--- src/rtl/core/ose_pkg.sv ---
package ose_pkg;

    // Stack geometry.
    localparam int STACK_DEPTH = 64;
    localparam int CNT_W       = $clog2(STACK_DEPTH + 1);
    localparam int ADDR_W      = (STACK_DEPTH > 1) ? $clog2(STACK_DEPTH) : 1;
    localparam int DATA_W      = 32;
    localparam int OP_W        = 3;
    localparam int STATUS_W    = 3;

    // Operation codes carried by the op field.
    typedef enum logic [OP_W-1:0] {
        OP_PUSH = 3'd0,
        OP_DUMP = 3'd1,
        OP_PEEK = 3'd2,
        OP_POP  = 3'd3,
        OP_SWAP = 3'd4
    } op_e;

    // Status codes returned with each result.
    typedef enum logic [STATUS_W-1:0] {
        ST_OK         = 3'd0,
        ST_PEEK_EMPTY = 3'd1,
        ST_POP_EMPTY  = 3'd2,
        ST_SWAP_SHORT = 3'd3,
        ST_PUSH_FULL  = 3'd4
    } status_e;

    // Which address the stack memory reads.
    typedef enum logic [1:0] {
        RD_TOP,
        RD_SECOND,
        RD_PTR_NEXT
    } rd_sel_e;

    // Which address and data the stack memory writes.
    typedef enum logic [1:0] {
        WR_PUSH,
        WR_TOP_RDATA,
        WR_SECOND_HOLD
    } wr_sel_e;

    // Commands from the controller to the datapath.
    typedef struct packed {
        logic    rd_en;
        rd_sel_e rd_sel;
        logic    wr_en;
        wr_sel_e wr_sel;
        logic    cnt_inc;
        logic    cnt_dec;
        logic    ptr_load;
        logic    ptr_dec;
        logic    hold_load;
        logic    out_load;
        logic    out_from_ram;
        status_e out_status;
        logic    out_last;
    } dp_cmd_t;

    // Status from the datapath to the controller.
    typedef struct packed {
        logic empty;
        logic below_two;
        logic full;
        logic ptr_zero;
        logic out_free;
    } dp_stat_t;

endpackage

--- src/rtl/core/ose_ram.sv ---
module ose_ram #(
    parameter int WIDTH = 32,
    parameter int DEPTH = 64
) (
    input  logic                                      clk,
    input  logic                                      wr_en,
    input  logic [((DEPTH > 1) ? $clog2(DEPTH) : 1)-1:0] wr_addr,
    input  logic [WIDTH-1:0]                          wr_data,
    input  logic                                      rd_en,
    input  logic [((DEPTH > 1) ? $clog2(DEPTH) : 1)-1:0] rd_addr,
    output logic [WIDTH-1:0]                          rd_data
);

    logic [WIDTH-1:0] mem_reg [DEPTH];
    logic [WIDTH-1:0] rd_data_reg;

    // One write port and one registered read port; read data holds between reads.
    always_ff @(posedge clk)
    begin
        if (wr_en)
        begin
            mem_reg[wr_addr] <= wr_data;
        end
        if (rd_en)
        begin
            rd_data_reg <= mem_reg[rd_addr];
        end
    end

    assign rd_data = rd_data_reg;

endmodule

--- src/rtl/core/ose_dp.sv ---
module ose_dp (
    input  logic                          clk,
    input  logic                          rst_n,
    input  logic [ose_pkg::DATA_W-1:0]    push_value,
    input  ose_pkg::dp_cmd_t              dp_cmd,
    output ose_pkg::dp_stat_t             dp_stat,
    input  logic                          rsp_ready,
    output logic                          rsp_valid,
    output logic [ose_pkg::DATA_W-1:0]    data_value,
    output logic [ose_pkg::STATUS_W-1:0]  status,
    output logic                          last
);
    import ose_pkg::*;

    logic [CNT_W-1:0]  cnt_reg, cnt_next;
    logic [ADDR_W-1:0] ptr_reg, ptr_next;
    logic [DATA_W-1:0] hold_reg;
    logic              out_valid_reg;
    logic [DATA_W-1:0] out_data_reg;
    status_e           out_status_reg;
    logic              out_last_reg;

    logic [CNT_W-1:0]  cnt_m1;
    logic [CNT_W-1:0]  cnt_m2;
    logic [ADDR_W-1:0] top_addr;
    logic [ADDR_W-1:0] second_addr;
    logic [ADDR_W-1:0] ptr_m1;
    logic [ADDR_W-1:0] rd_addr;
    logic [ADDR_W-1:0] wr_addr;
    logic [DATA_W-1:0] wr_data;
    logic [DATA_W-1:0] rd_data;
    logic              out_free;

    // Addresses of the top two entries and the next dump entry.
    assign cnt_m1      = cnt_reg - CNT_W'(1);
    assign cnt_m2      = cnt_reg - CNT_W'(2);
    assign top_addr    = cnt_m1[ADDR_W-1:0];
    assign second_addr = cnt_m2[ADDR_W-1:0];
    assign ptr_m1      = ptr_reg - ADDR_W'(1);

    // Read address selection.
    always_comb
    begin
        unique case (dp_cmd.rd_sel)
            RD_TOP:      rd_addr = top_addr;
            RD_SECOND:   rd_addr = second_addr;
            RD_PTR_NEXT: rd_addr = ptr_m1;
            default:     rd_addr = top_addr;
        endcase
    end

    // Write address and data selection.
    always_comb
    begin
        unique case (dp_cmd.wr_sel)
            WR_PUSH:
            begin
                wr_addr = cnt_reg[ADDR_W-1:0];
                wr_data = push_value;
            end
            WR_TOP_RDATA:
            begin
                wr_addr = top_addr;
                wr_data = rd_data;
            end
            WR_SECOND_HOLD:
            begin
                wr_addr = second_addr;
                wr_data = hold_reg;
            end
            default:
            begin
                wr_addr = cnt_reg[ADDR_W-1:0];
                wr_data = push_value;
            end
        endcase
    end

    ose_ram #(
        .WIDTH (DATA_W),
        .DEPTH (STACK_DEPTH)
    ) u_ram (
        .clk     (clk),
        .wr_en   (dp_cmd.wr_en),
        .wr_addr (wr_addr),
        .wr_data (wr_data),
        .rd_en   (dp_cmd.rd_en),
        .rd_addr (rd_addr),
        .rd_data (rd_data)
    );

    // Entry count and dump pointer next values.
    always_comb
    begin
        cnt_next = cnt_reg;
        if (dp_cmd.cnt_inc)
        begin
            cnt_next = cnt_reg + CNT_W'(1);
        end
        else if (dp_cmd.cnt_dec)
        begin
            cnt_next = cnt_m1;
        end

        ptr_next = ptr_reg;
        if (dp_cmd.ptr_load)
        begin
            ptr_next = top_addr;
        end
        else if (dp_cmd.ptr_dec)
        begin
            ptr_next = ptr_m1;
        end
    end

    assign out_free = !out_valid_reg || rsp_ready;

    // Control registers: entry count and output valid.
    always_ff @(posedge clk or negedge rst_n)
    begin
        if (!rst_n)
        begin
            cnt_reg       <= '0;
            out_valid_reg <= 1'b0;
        end
        else
        begin
            cnt_reg <= cnt_next;
            if (dp_cmd.out_load)
            begin
                out_valid_reg <= 1'b1;
            end
            else if (rsp_ready)
            begin
                out_valid_reg <= 1'b0;
            end
        end
    end

    // Payload registers: pointer, swap holding register and result.
    always_ff @(posedge clk)
    begin
        ptr_reg <= ptr_next;
        if (dp_cmd.hold_load)
        begin
            hold_reg <= rd_data;
        end
        if (dp_cmd.out_load)
        begin
            out_data_reg   <= dp_cmd.out_from_ram ? rd_data : '0;
            out_status_reg <= dp_cmd.out_status;
            out_last_reg   <= dp_cmd.out_last;
        end
    end

    assign dp_stat.empty     = (cnt_reg == '0);
    assign dp_stat.below_two = (cnt_reg < CNT_W'(2));
    assign dp_stat.full      = (cnt_reg == CNT_W'(STACK_DEPTH));
    assign dp_stat.ptr_zero  = (ptr_reg == '0);
    assign dp_stat.out_free  = out_free;

    assign rsp_valid  = out_valid_reg;
    assign data_value = out_data_reg;
    assign status     = out_status_reg;
    assign last       = out_last_reg;

    // The count never passes the stack depth.
    a_cnt_bound: assert property (@(posedge clk) disable iff (!rst_n)
        cnt_reg <= CNT_W'(STACK_DEPTH))
        else $error("entry count above stack depth");

    // A new result is never loaded over one that has not been taken.
    a_no_overwrite: assert property (@(posedge clk) disable iff (!rst_n)
        dp_cmd.out_load |-> out_free)
        else $error("result register overwritten");

    // The count never grows and shrinks in the same cycle.
    a_cnt_excl: assert property (@(posedge clk) disable iff (!rst_n)
        !(dp_cmd.cnt_inc && dp_cmd.cnt_dec))
        else $error("count increment and decrement together");

    // A push writes only into a stack that has room.
    a_push_room: assert property (@(posedge clk) disable iff (!rst_n)
        (dp_cmd.wr_en && dp_cmd.wr_sel == WR_PUSH) |-> !dp_stat.full)
        else $error("push write into a full stack");

endmodule

--- src/rtl/core/ose_ctrl.sv ---
module ose_ctrl (
    input  logic                        clk,
    input  logic                        rst_n,
    input  logic                        cmd_valid,
    output logic                        cmd_ready,
    input  logic [ose_pkg::OP_W-1:0]    op,
    input  ose_pkg::dp_stat_t           dp_stat,
    output ose_pkg::dp_cmd_t            dp_cmd
);
    import ose_pkg::*;

    typedef enum logic [2:0] {
        S_IDLE,
        S_RESP,
        S_PEEK,
        S_DUMP,
        S_SWAP_A,
        S_SWAP_B,
        S_SWAP_C
    } state_t;

    state_t  state_reg, state_next;
    status_e resp_status_reg, resp_status_next;
    logic    accept;

    assign cmd_ready = (state_reg == S_IDLE);
    assign accept    = cmd_valid && cmd_ready;

    // Next state and datapath commands.
    always_comb
    begin
        state_next          = state_reg;
        resp_status_next    = resp_status_reg;
        dp_cmd              = '0;
        dp_cmd.rd_sel       = RD_TOP;
        dp_cmd.wr_sel       = WR_PUSH;
        dp_cmd.out_status   = ST_OK;

        unique case (state_reg)
            S_IDLE:
            begin
                if (accept)
                begin
                    unique case (op_e'(op))
                        OP_PUSH:
                        begin
                            state_next = S_RESP;
                            if (dp_stat.full)
                            begin
                                resp_status_next = ST_PUSH_FULL;
                            end
                            else
                            begin
                                resp_status_next = ST_OK;
                                dp_cmd.wr_en     = 1'b1;
                                dp_cmd.wr_sel    = WR_PUSH;
                                dp_cmd.cnt_inc   = 1'b1;
                            end
                        end
                        OP_DUMP:
                        begin
                            // An empty stack gives no result at all.
                            if (!dp_stat.empty)
                            begin
                                dp_cmd.ptr_load = 1'b1;
                                dp_cmd.rd_en    = 1'b1;
                                dp_cmd.rd_sel   = RD_TOP;
                                state_next      = S_DUMP;
                            end
                        end
                        OP_PEEK:
                        begin
                            if (dp_stat.empty)
                            begin
                                resp_status_next = ST_PEEK_EMPTY;
                                state_next       = S_RESP;
                            end
                            else
                            begin
                                dp_cmd.rd_en  = 1'b1;
                                dp_cmd.rd_sel = RD_TOP;
                                state_next    = S_PEEK;
                            end
                        end
                        OP_POP:
                        begin
                            state_next = S_RESP;
                            if (dp_stat.empty)
                            begin
                                resp_status_next = ST_POP_EMPTY;
                            end
                            else
                            begin
                                resp_status_next = ST_OK;
                                dp_cmd.cnt_dec   = 1'b1;
                            end
                        end
                        OP_SWAP:
                        begin
                            if (dp_stat.below_two)
                            begin
                                resp_status_next = ST_SWAP_SHORT;
                                state_next       = S_RESP;
                            end
                            else
                            begin
                                dp_cmd.rd_en  = 1'b1;
                                dp_cmd.rd_sel = RD_TOP;
                                state_next    = S_SWAP_A;
                            end
                        end
                        default:
                        begin
                            // Unknown operations are dropped without a result.
                            state_next = S_IDLE;
                        end
                    endcase
                end
            end
            S_RESP:
            begin
                if (dp_stat.out_free)
                begin
                    dp_cmd.out_load   = 1'b1;
                    dp_cmd.out_status = resp_status_reg;
                    dp_cmd.out_last   = 1'b1;
                    state_next        = S_IDLE;
                end
            end
            S_PEEK:
            begin
                if (dp_stat.out_free)
                begin
                    dp_cmd.out_load     = 1'b1;
                    dp_cmd.out_from_ram = 1'b1;
                    dp_cmd.out_last     = 1'b1;
                    state_next          = S_IDLE;
                end
            end
            S_DUMP:
            begin
                // Each transfer of an entry launches the read of the one below.
                if (dp_stat.out_free)
                begin
                    dp_cmd.out_load     = 1'b1;
                    dp_cmd.out_from_ram = 1'b1;
                    dp_cmd.out_last     = dp_stat.ptr_zero;
                    if (dp_stat.ptr_zero)
                    begin
                        state_next = S_IDLE;
                    end
                    else
                    begin
                        dp_cmd.rd_en   = 1'b1;
                        dp_cmd.rd_sel  = RD_PTR_NEXT;
                        dp_cmd.ptr_dec = 1'b1;
                    end
                end
            end
            S_SWAP_A:
            begin
                dp_cmd.hold_load = 1'b1;
                dp_cmd.rd_en     = 1'b1;
                dp_cmd.rd_sel    = RD_SECOND;
                state_next       = S_SWAP_B;
            end
            S_SWAP_B:
            begin
                dp_cmd.wr_en  = 1'b1;
                dp_cmd.wr_sel = WR_TOP_RDATA;
                state_next    = S_SWAP_C;
            end
            S_SWAP_C:
            begin
                dp_cmd.wr_en     = 1'b1;
                dp_cmd.wr_sel    = WR_SECOND_HOLD;
                resp_status_next = ST_OK;
                state_next       = S_RESP;
            end
            default:
            begin
                state_next = S_IDLE;
            end
        endcase
    end

    // State and the pending status of a single-result operation.
    always_ff @(posedge clk or negedge rst_n)
    begin
        if (!rst_n)
        begin
            state_reg       <= S_IDLE;
            resp_status_reg <= ST_OK;
        end
        else
        begin
            state_reg       <= state_next;
            resp_status_reg <= resp_status_next;
        end
    end

endmodule

--- src/rtl/core/operand_stack_engine_top.sv ---
// Operand stack engine: a LIFO of up to 64 signed 32-bit entries held in a
// single-port-read memory. Each transfer on the cmd channel carries one
// operation (push, dump, peek, pop, swap); push, pop, swap and peek answer with
// one result, dump answers with one result per entry from top to bottom and the
// last one flagged, and a dump of an empty stack or an unknown op gives nothing.
// From the command transfer to the result being valid: push, pop and the error
// cases pass through S_RESP and peek through S_PEEK before the result register
// loads; swap passes through S_SWAP_A, S_SWAP_B, S_SWAP_C and then S_RESP, since
// the one memory read port fetches the two entries in turn before two writes;
// a dump stays in S_DUMP, giving one entry per cycle while rsp_ready is high.
// One operation is handled at a time; cmd_ready is high while no operation is
// in progress, which includes the time a finished result waits to be taken.
module operand_stack_engine_top (
    input  logic                          clk,
    input  logic                          rst_n,
    input  logic                          cmd_valid,
    output logic                          cmd_ready,
    input  logic [ose_pkg::OP_W-1:0]      op,
    input  logic signed [ose_pkg::DATA_W-1:0] push_value,
    output logic                          rsp_valid,
    input  logic                          rsp_ready,
    output logic signed [ose_pkg::DATA_W-1:0] data_value,
    output logic [ose_pkg::STATUS_W-1:0]  status,
    output logic                          last
);
    import ose_pkg::*;

    dp_cmd_t  dp_cmd;
    dp_stat_t dp_stat;

    // Operation sequencing.
    ose_ctrl u_ctrl (
        .clk       (clk),
        .rst_n     (rst_n),
        .cmd_valid (cmd_valid),
        .cmd_ready (cmd_ready),
        .op        (op),
        .dp_stat   (dp_stat),
        .dp_cmd    (dp_cmd)
    );

    // Stack memory, count, pointer and result register.
    ose_dp u_dp (
        .clk        (clk),
        .rst_n      (rst_n),
        .push_value (push_value),
        .dp_cmd     (dp_cmd),
        .dp_stat    (dp_stat),
        .rsp_ready  (rsp_ready),
        .rsp_valid  (rsp_valid),
        .data_value (data_value),
        .status     (status),
        .last       (last)
    );

endmodule
--- config.mk ---
export PLATFORM = sky130hd
export DESIGN_NAME = operand_stack_engine_top
export DESIGN_NICKNAME = d
export VERILOG_FILES = /design/src/rtl/core/ose_pkg.sv /design/src/rtl/core/ose_ram.sv /design/src/rtl/core/ose_dp.sv /design/src/rtl/core/ose_ctrl.sv /design/src/rtl/core/operand_stack_engine_top.sv
export SDC_FILE = /design/constraint.sdc
export NUM_CORES = 2
export LEC_CHECK = 0
export BUFFER_PORTS_ARGS = -buffer_cell sky130_fd_sc_hd__clkbuf_2
export CAP_MARGIN = 5
export CELL_PAD_IN_SITES_DETAIL_PLACEMENT = 0
export CELL_PAD_IN_SITES_GLOBAL_PLACEMENT = 1
export CORE_UTILIZATION = 50
export CTS_BUF_LIST = sky130_fd_sc_hd__clkbuf_2 sky130_fd_sc_hd__clkbuf_4 sky130_fd_sc_hd__clkbuf_8
export DETAILED_ROUTE_END_ITERATION = 12
export HOLD_SLACK_MARGIN = 0.06
export PLACE_DENSITY_LB_ADDON = 0.1
export SLEW_MARGIN = 15
export SYNTH_ARGS = -nofsm -noshare
export SYNTH_HDL_FRONTEND = slang
export SYNTH_SLANG_ARGS = --single-unit
--- constraint.sdc ---
create_clock -name clk -period 5.4 [get_ports clk]
set_input_delay 0 -clock clk [delete_from_list [all_inputs] [get_ports clk]]
set_output_delay 0 -clock clk [all_outputs]
set_load 0.03 [all_outputs]
Word-level counts from Yosys, hierarchy flattened
Memory sizes are Yosys's and may differ from the RTL's. A register that Yosys moved wholly into a read port is not among the register bits.
Index checks and enable logic that the tools add are counted.
{"block": "totals", "memories": 1, "ramBits": 2048, "reg_bits": 88, "in_bits": 39}
{"block": "classes", "reduce_logical": 18, "n_lt_le_gt_ge": 1, "muxes": 52, "n_eq_ne": 23, "n_addsub": 4}
{"memory": "u_dp.u_ram.mem_reg", "depth": 64, "width": 32, "read_ports": 1, "rd_clocked_by_memory_dff": 1, "write_ports": 1, "line_no": "ose_ram.sv:14", "text": "logic [WIDTH-1:0] mem_reg [DEPTH];"}
{"operator": "$pmux W32 S2", "n": 1}
{"operator": "$mux W3", "n": 15}
{"operator": "$pmux W3 S4", "n": 2}
{"operator": "$pmux W6 S2", "n": 2}
{"operator": "$pmux W3 S3", "n": 2}
{"operator": "$pmux W3 S6", "n": 1}
{"operator": "$mux W1", "n": 15}
{"operator": "$mux W7", "n": 2}
{"operator": "$eq A3 B2 Y1 const B", "n": 4}
{"operator": "$eq A3 B3 Y1 const B", "n": 4}
{"operator": "$mux W6", "n": 2}
{"operator": "$pmux W3 S2", "n": 2}
{"operator": "$reduce_and A5 Y1", "n": 2}
{"operator": "$mux W9", "n": 1}
{"operator": "$ne A3 B3 Y1 const B", "n": 3}
{"operator": "$mux W4", "n": 2}
{"operator": "$reduce_bool A2 Y1", "n": 4}
{"operator": "$reduce_or A2 Y1", "n": 4}
{"operator": "$add A7 B1 Y7 const B", "n": 1}
{"operator": "$eq A7 B7 Y1 const B", "n": 1}
{"operator": "$logic_not A7 Y1", "n": 1}
{"operator": "$lt A7 B2 Y1 const B", "n": 1}
{"operator": "$sub A7 B1 Y7 const B", "n": 1}
{"operator": "$eq A3 B1 Y1 const B", "n": 2}
{"operator": "other kinds (16)", "n": 23}

Logic depth before layout (Yosys ltp)
{"block": "depth", "ltp_word": 7, "mapped_depth": 17, "ltp_nobuf": 11}

Hierarchy
A second synthesis with hierarchy kept.
{"block": "hier_totals", "cells_unflattened": 3769, "hier_area_um2": 83617.7}
{"module": "ose_ram", "cells_per_inst": 3324, "n_inst": 1, "area_each_um2": 78835.6}
{"module": "ose_dp", "cells_per_inst": 366, "n_inst": 1, "area_each_um2": 4169.0}
{"module": "ose_ctrl", "cells_per_inst": 79, "n_inst": 1, "area_each_um2": 613.1}

Worst setup path before layout
OpenSTA, ideal clock, no wires.
{"block": "synth_timing", "path_kind": "flip-flop to flip-flop", "start": "register u_dp.cnt_reg[2]", "end": "register u_dp.u_ram.rd_data_reg[0], in the netlist u_dp.u_ram.rd_data[0] (read register of u_dp.u_ram.mem_reg), enable pin", "arrival_ns": 5.249, "slack_ns": -0.382, "synth_period_minus_slack_ns": 5.782, "path_buffers": 1, "required_ns": 4.867, "setup_ns": 0.533, "stages_incl_launch_ff": 10, "path_cell_list": "dfrtp_1 > clkbuf_1 > inv_1 > ha_1 > or3b_1 > or2_2 > o21ai_0 > nor2_1 > a21oi_1 > o311ai_0"}
{"item": "from (decl)", "line_no": "ose_dp.sv:15", "text": "logic [CNT_W-1:0] cnt_reg, cnt_next;"}
{"item": "from (signal assigned)", "line_no": "ose_dp.sv:128", "text": "cnt_reg <= cnt_next;"}
{"item": "to (decl)", "line_no": "ose_ram.sv:15", "text": "logic [WIDTH-1:0] rd_data_reg;"}

Final worst setup path
{"block": "layout_timing", "start": "register u_dp.ptr_reg[0]", "end": "register u_dp.u_ram.rd_data_reg[19], in the netlist u_dp.u_ram.rd_data[19] (read register of u_dp.u_ram.mem_reg) (data pin)"}
{"block": "layout_via", "elab_chain_cells": 6, "word_cells_on_any_way": 8, "classes_between": "add/sub: 1; eq/ne: 2; mux: 4; reduce/logical: 1"}
{"item": "from (decl)", "line_no": "ose_dp.sv:16", "text": "logic [ADDR_W-1:0] ptr_reg, ptr_next;"}
{"item": "from (signal assigned)", "line_no": "ose_dp.sv:143", "text": "ptr_reg <= ptr_next;"}
{"item": "$logic_not A6 Y1", "line_no": "ose_dp.sv:159", "text": "assign dp_stat.ptr_zero = (ptr_reg == '0);"}
{"item": "$mux W3", "line_no": "ose_ctrl.sv:148", "text": "if (dp_stat.ptr_zero)"}
{"item": "$mux W3", "line_no": "ose_ctrl.sv:143", "text": "if (dp_stat.out_free)"}
{"item": "$pmux W3 S3", "line_no": "ose_ctrl.sv:39", "text": "unique case (state_reg)"}
{"item": "$eq A2 B2 Y1 / $eq A2 B1 Y1 (equally long branches)", "line_no": "ose_dp.sv:44", "text": "unique case (dp_cmd.rd_sel)"}
{"item": "$pmux W6 S2", "line_no": "ose_dp.sv:44"}
Several ways; a longest one is shown, not always the timed one.
A chain may end at the register's enable or synchronous reset.

==> reports/metrics.cfg <==
[status]
run_status=finished, final reports clean

[yosys]
syn-mean-instance-area_um2=14.4
synth_area_leader_cell=edfxtp_1
ys_top_cells_by_area=edfxtp_1 75%, nand2_1 5.7%, nand3_1 2.1%, and3_1 1.9%, a211oi_1 1.8%
syn_nets=6061
synth_edf_count=2154
ys_seq_area_frac=0.750
yosys_warnings=0
syn_area_um2=86700
ys_seq_elements=2168
synth_ff_type=edfxtp_1
post-synth-top-area-fraction=0.746
netlist_instances=6012
synth_cell_types=82
synthArstFlopShare=0.00646

[sta]
relSlewSlack=0.106
hold_viol=0
fmaxAchievable_ghz=0.195
finalCritPeriodShare=0.952
worstMarginPinSlew_ps=1340
holdWs_ps=110
rsz0062_at_grt=no
finalMaxSlewViolations=0
setup_viol=0
skew_ps=70.5
fin_crit_ps=5140
layout_setup_ws_ps=261

[clocking]
cts-root-buf=clkbuf_8
numCtsBuffers=368
htree_levels=5
cts_tree=yes
path_clk_slew_ps=70
clkLatencyLatePin_ps=1100
clk_path_buf_depth=4
cts_sinks=2168

[grt]
grt_start_max_net_pins=90
grt_pass1_wl_mm=418
gr-usage-all-layers=0.342
antenna_found_initial=24
grt_pass1_vias=54115
overflow=0

[drt]
met1Wirelength_mm=120
postRouteAntennaNets=0
wirelength_mm=302
via_count=57935
wl_per_cell_um=33.3
drt_iter0_drc=8382
drc=0
vias_per_cell=6.39
firstDrtPassIters=6
wl_met3_mm=32.1
routed.top_layer=met5
wl_met2_mm=138

[setup_path]
worst_path_max_delay_cell=a221o_1
cp-start-kind=flip-flop
cp_cell_sequence=inv_1 > ha_1 > nand2b_1 > o21a_1 > a21oi_1 > buf_4 > a221o_1 > nor2_1 > nand2_1 > o22ai_1 > or4_1
path_max_fanout=12
crit_required_ps=6180
cp-end-kind=flip-flop
arrival_ps=5920
critPathKind=flip-flop to flip-flop
slowest_delay_ps=830

[placed_design]
numPortBuffers=76
hpwl_mm=180
place_congestion=0.906
placed_cell_area_um2=92400
place_worst_setup_slack_ps=101

[min_path]
hold_class=input pin to flip-flop

[cells_and_area]
nets=6522
num-fill-cells=13789
seqCellArea_um2=65000
utilization=0.581
largest_reg_flops=2048
syn_to_final_growth_pct=15.3
drive_gt1_frac=0.177
final_area_um2=99900
multi_input_area_um2=20600

[floorplanning]
core_um2=172000
die_h_um=418
start_util=0.504
die_area_um2=175000
die_w_um=418
rows=152
ios=77

[power]
cellLeakagePower_nw=34.1
vdd.ir_drop.worst_uv=559
p_per_area_nw_per_um2=628
finalPower_w=0.0628

[flow_run]
max_cap_violations=0

cells in the mapped netlist, types with 39 or more instances:
master    number
a311oi_1     139
a31oi_1      153
mux2i_1      141
nand3_1      363
edfxtp_1    2154
clkbuf_1     154
nand4_1       39
a21oi_1      107
nor2_1       111
a22oi_1       53
buf_2        185
a211oi_1     213
nand2_1     1317
o21ai_0       94
a32oi_1       57
and3_1       262
timing repair:
item | CTS | global route
setup buffers | 0 | 0
gates resized for setup | 0 | 1
hold buffers | 52 | 1
endpoints found under the setup margin | 0 | 1
endpoints found under the hold margin | 2158 | 4
layer usage:
layer	vias up	track usage
met1	29654	0.483
met5	-	0
li1	24209	-
met4	4	0.136
met3	581	0.0691
met2	3487	0.522
power breakdown:
group | internal, W | switching (W)
Clock | 0.00757 | 0.00654
Sequential | 0.0194 | 0.000526
Combinational | 0.00839 | 0.0204
Total | 0.0353 | 0.0274
path summary, 6_finish.rpt:
path	end	start	slack (ps)	cells past startpoint
min in group asynchronous	u_dp.cnt_reg[6]	rst_n	630	4
worst max register to register	u_dp.u_ram.rd_data[19]	u_dp.ptr_reg[0]	260	11
max in group asynchronous	u_ctrl.resp_status_reg[1]	rst_n	4280	4
worst min register to register	u_ctrl.resp_status_reg[2]	u_ctrl.resp_status_reg[2]	510	1
worst min-delay path	u_dp.u_ram.mem_reg[27][6]	push_value[6]	110	4
worst max-delay path	u_dp.u_ram.rd_data[19]	u_dp.ptr_reg[0]	260	11
cell families after synthesis:
| group | count (synthesis) | synth area share |
|---|---|---|
| simple gates | 2196 | 0.113 |
| compound gates | 1002 | 0.0834 |
| mux | 184 | 0.0258 |
| xor+xnor | 14 | 0.00141 |
| fa+ha+maj | 10 | 0.00144 |
| buf+inv | 438 | 0.0252 |
| flops | 2168 | 0.750 |
stage by stage:
| stage | TNS [ps] | cells |
|---|---|---|
| 2_1_floorplan | 0 | 6012 |
| 3_3_place_gp | -1800 | 8352 |
| 3_5_place_dp | 0 | 8356 |
| 4_1_cts | 0 | 9050 |
| 5_1_grt | 0 | 9060 |
| 6_report | 0 | 9073 |
area by class of cell:
| class | instances | share of cell area |
|---|---|---|
| Tap cell | 2310 | 0.0289 |
| Inverter | 18 | 0.000676 |
| Clock buffer | 522 | 0.0632 |
| Timing Repair Buffer | 509 | 0.0445 |
| Sequential cell | 2168 | 0.651 |
| Clock inverter | 120 | 0.00546 |
| Multi-Input combinational cell | 3408 | 0.206 |
| Antenna cell | 18 | 0.000451 |
worst max-delay path: cells and delay by family, from the launching register on:
kind                     cells  cell delay (ps)
AO/OA/AOI/OAI                4             2190
flip-flops                   1              500
adder cells (fa/ha/maj)      1              160
buffers and inverters        2              350
AND/OR/NAND/NOR              4             1650
layout by cell type, fill, tap and decap left out, types with 10 or more instances in the layout:
| cell type | count |
|---|---|
| a211oi_1 | 213 |
| a21oi_1 | 107 |
| a221oi_1 | 16 |
| a22oi_1 | 52 |
| a311oi_1 | 139 |
| a31oi_1 | 153 |
| a32oi_1 | 56 |
| and3_1 | 262 |
| buf_12 | 51 |
| buf_4 | 325 |
| clkbuf_2 | 76 |
| clkbuf_4 | 139 |
| clkbuf_8 | 383 |
| clkinv_1 | 92 |
| clkinv_2 | 24 |
| dfrtp_1 | 14 |
| diode_2 | 18 |
| dlygate4sd3_1 | 53 |
| edfxtp_1 | 2154 |
| inv_1 | 17 |
| mux2_2 | 13 |
| mux2i_1 | 141 |
| mux4_2 | 30 |
| nand2_1 | 1314 |
| nand3_1 | 363 |
| nand4_1 | 39 |
| nor2_1 | 45 |
| nor2_4 | 69 |
| nor3_1 | 29 |
| o2111ai_1 | 11 |
| o211ai_1 | 11 |
| o21ai_0 | 60 |
| o21ai_4 | 34 |
| o221ai_1 | 10 |
| o22ai_1 | 34 |
| or3_1 | 10 |
| xnor2_1 | 13 |
(Power assumes the default switching activity.)
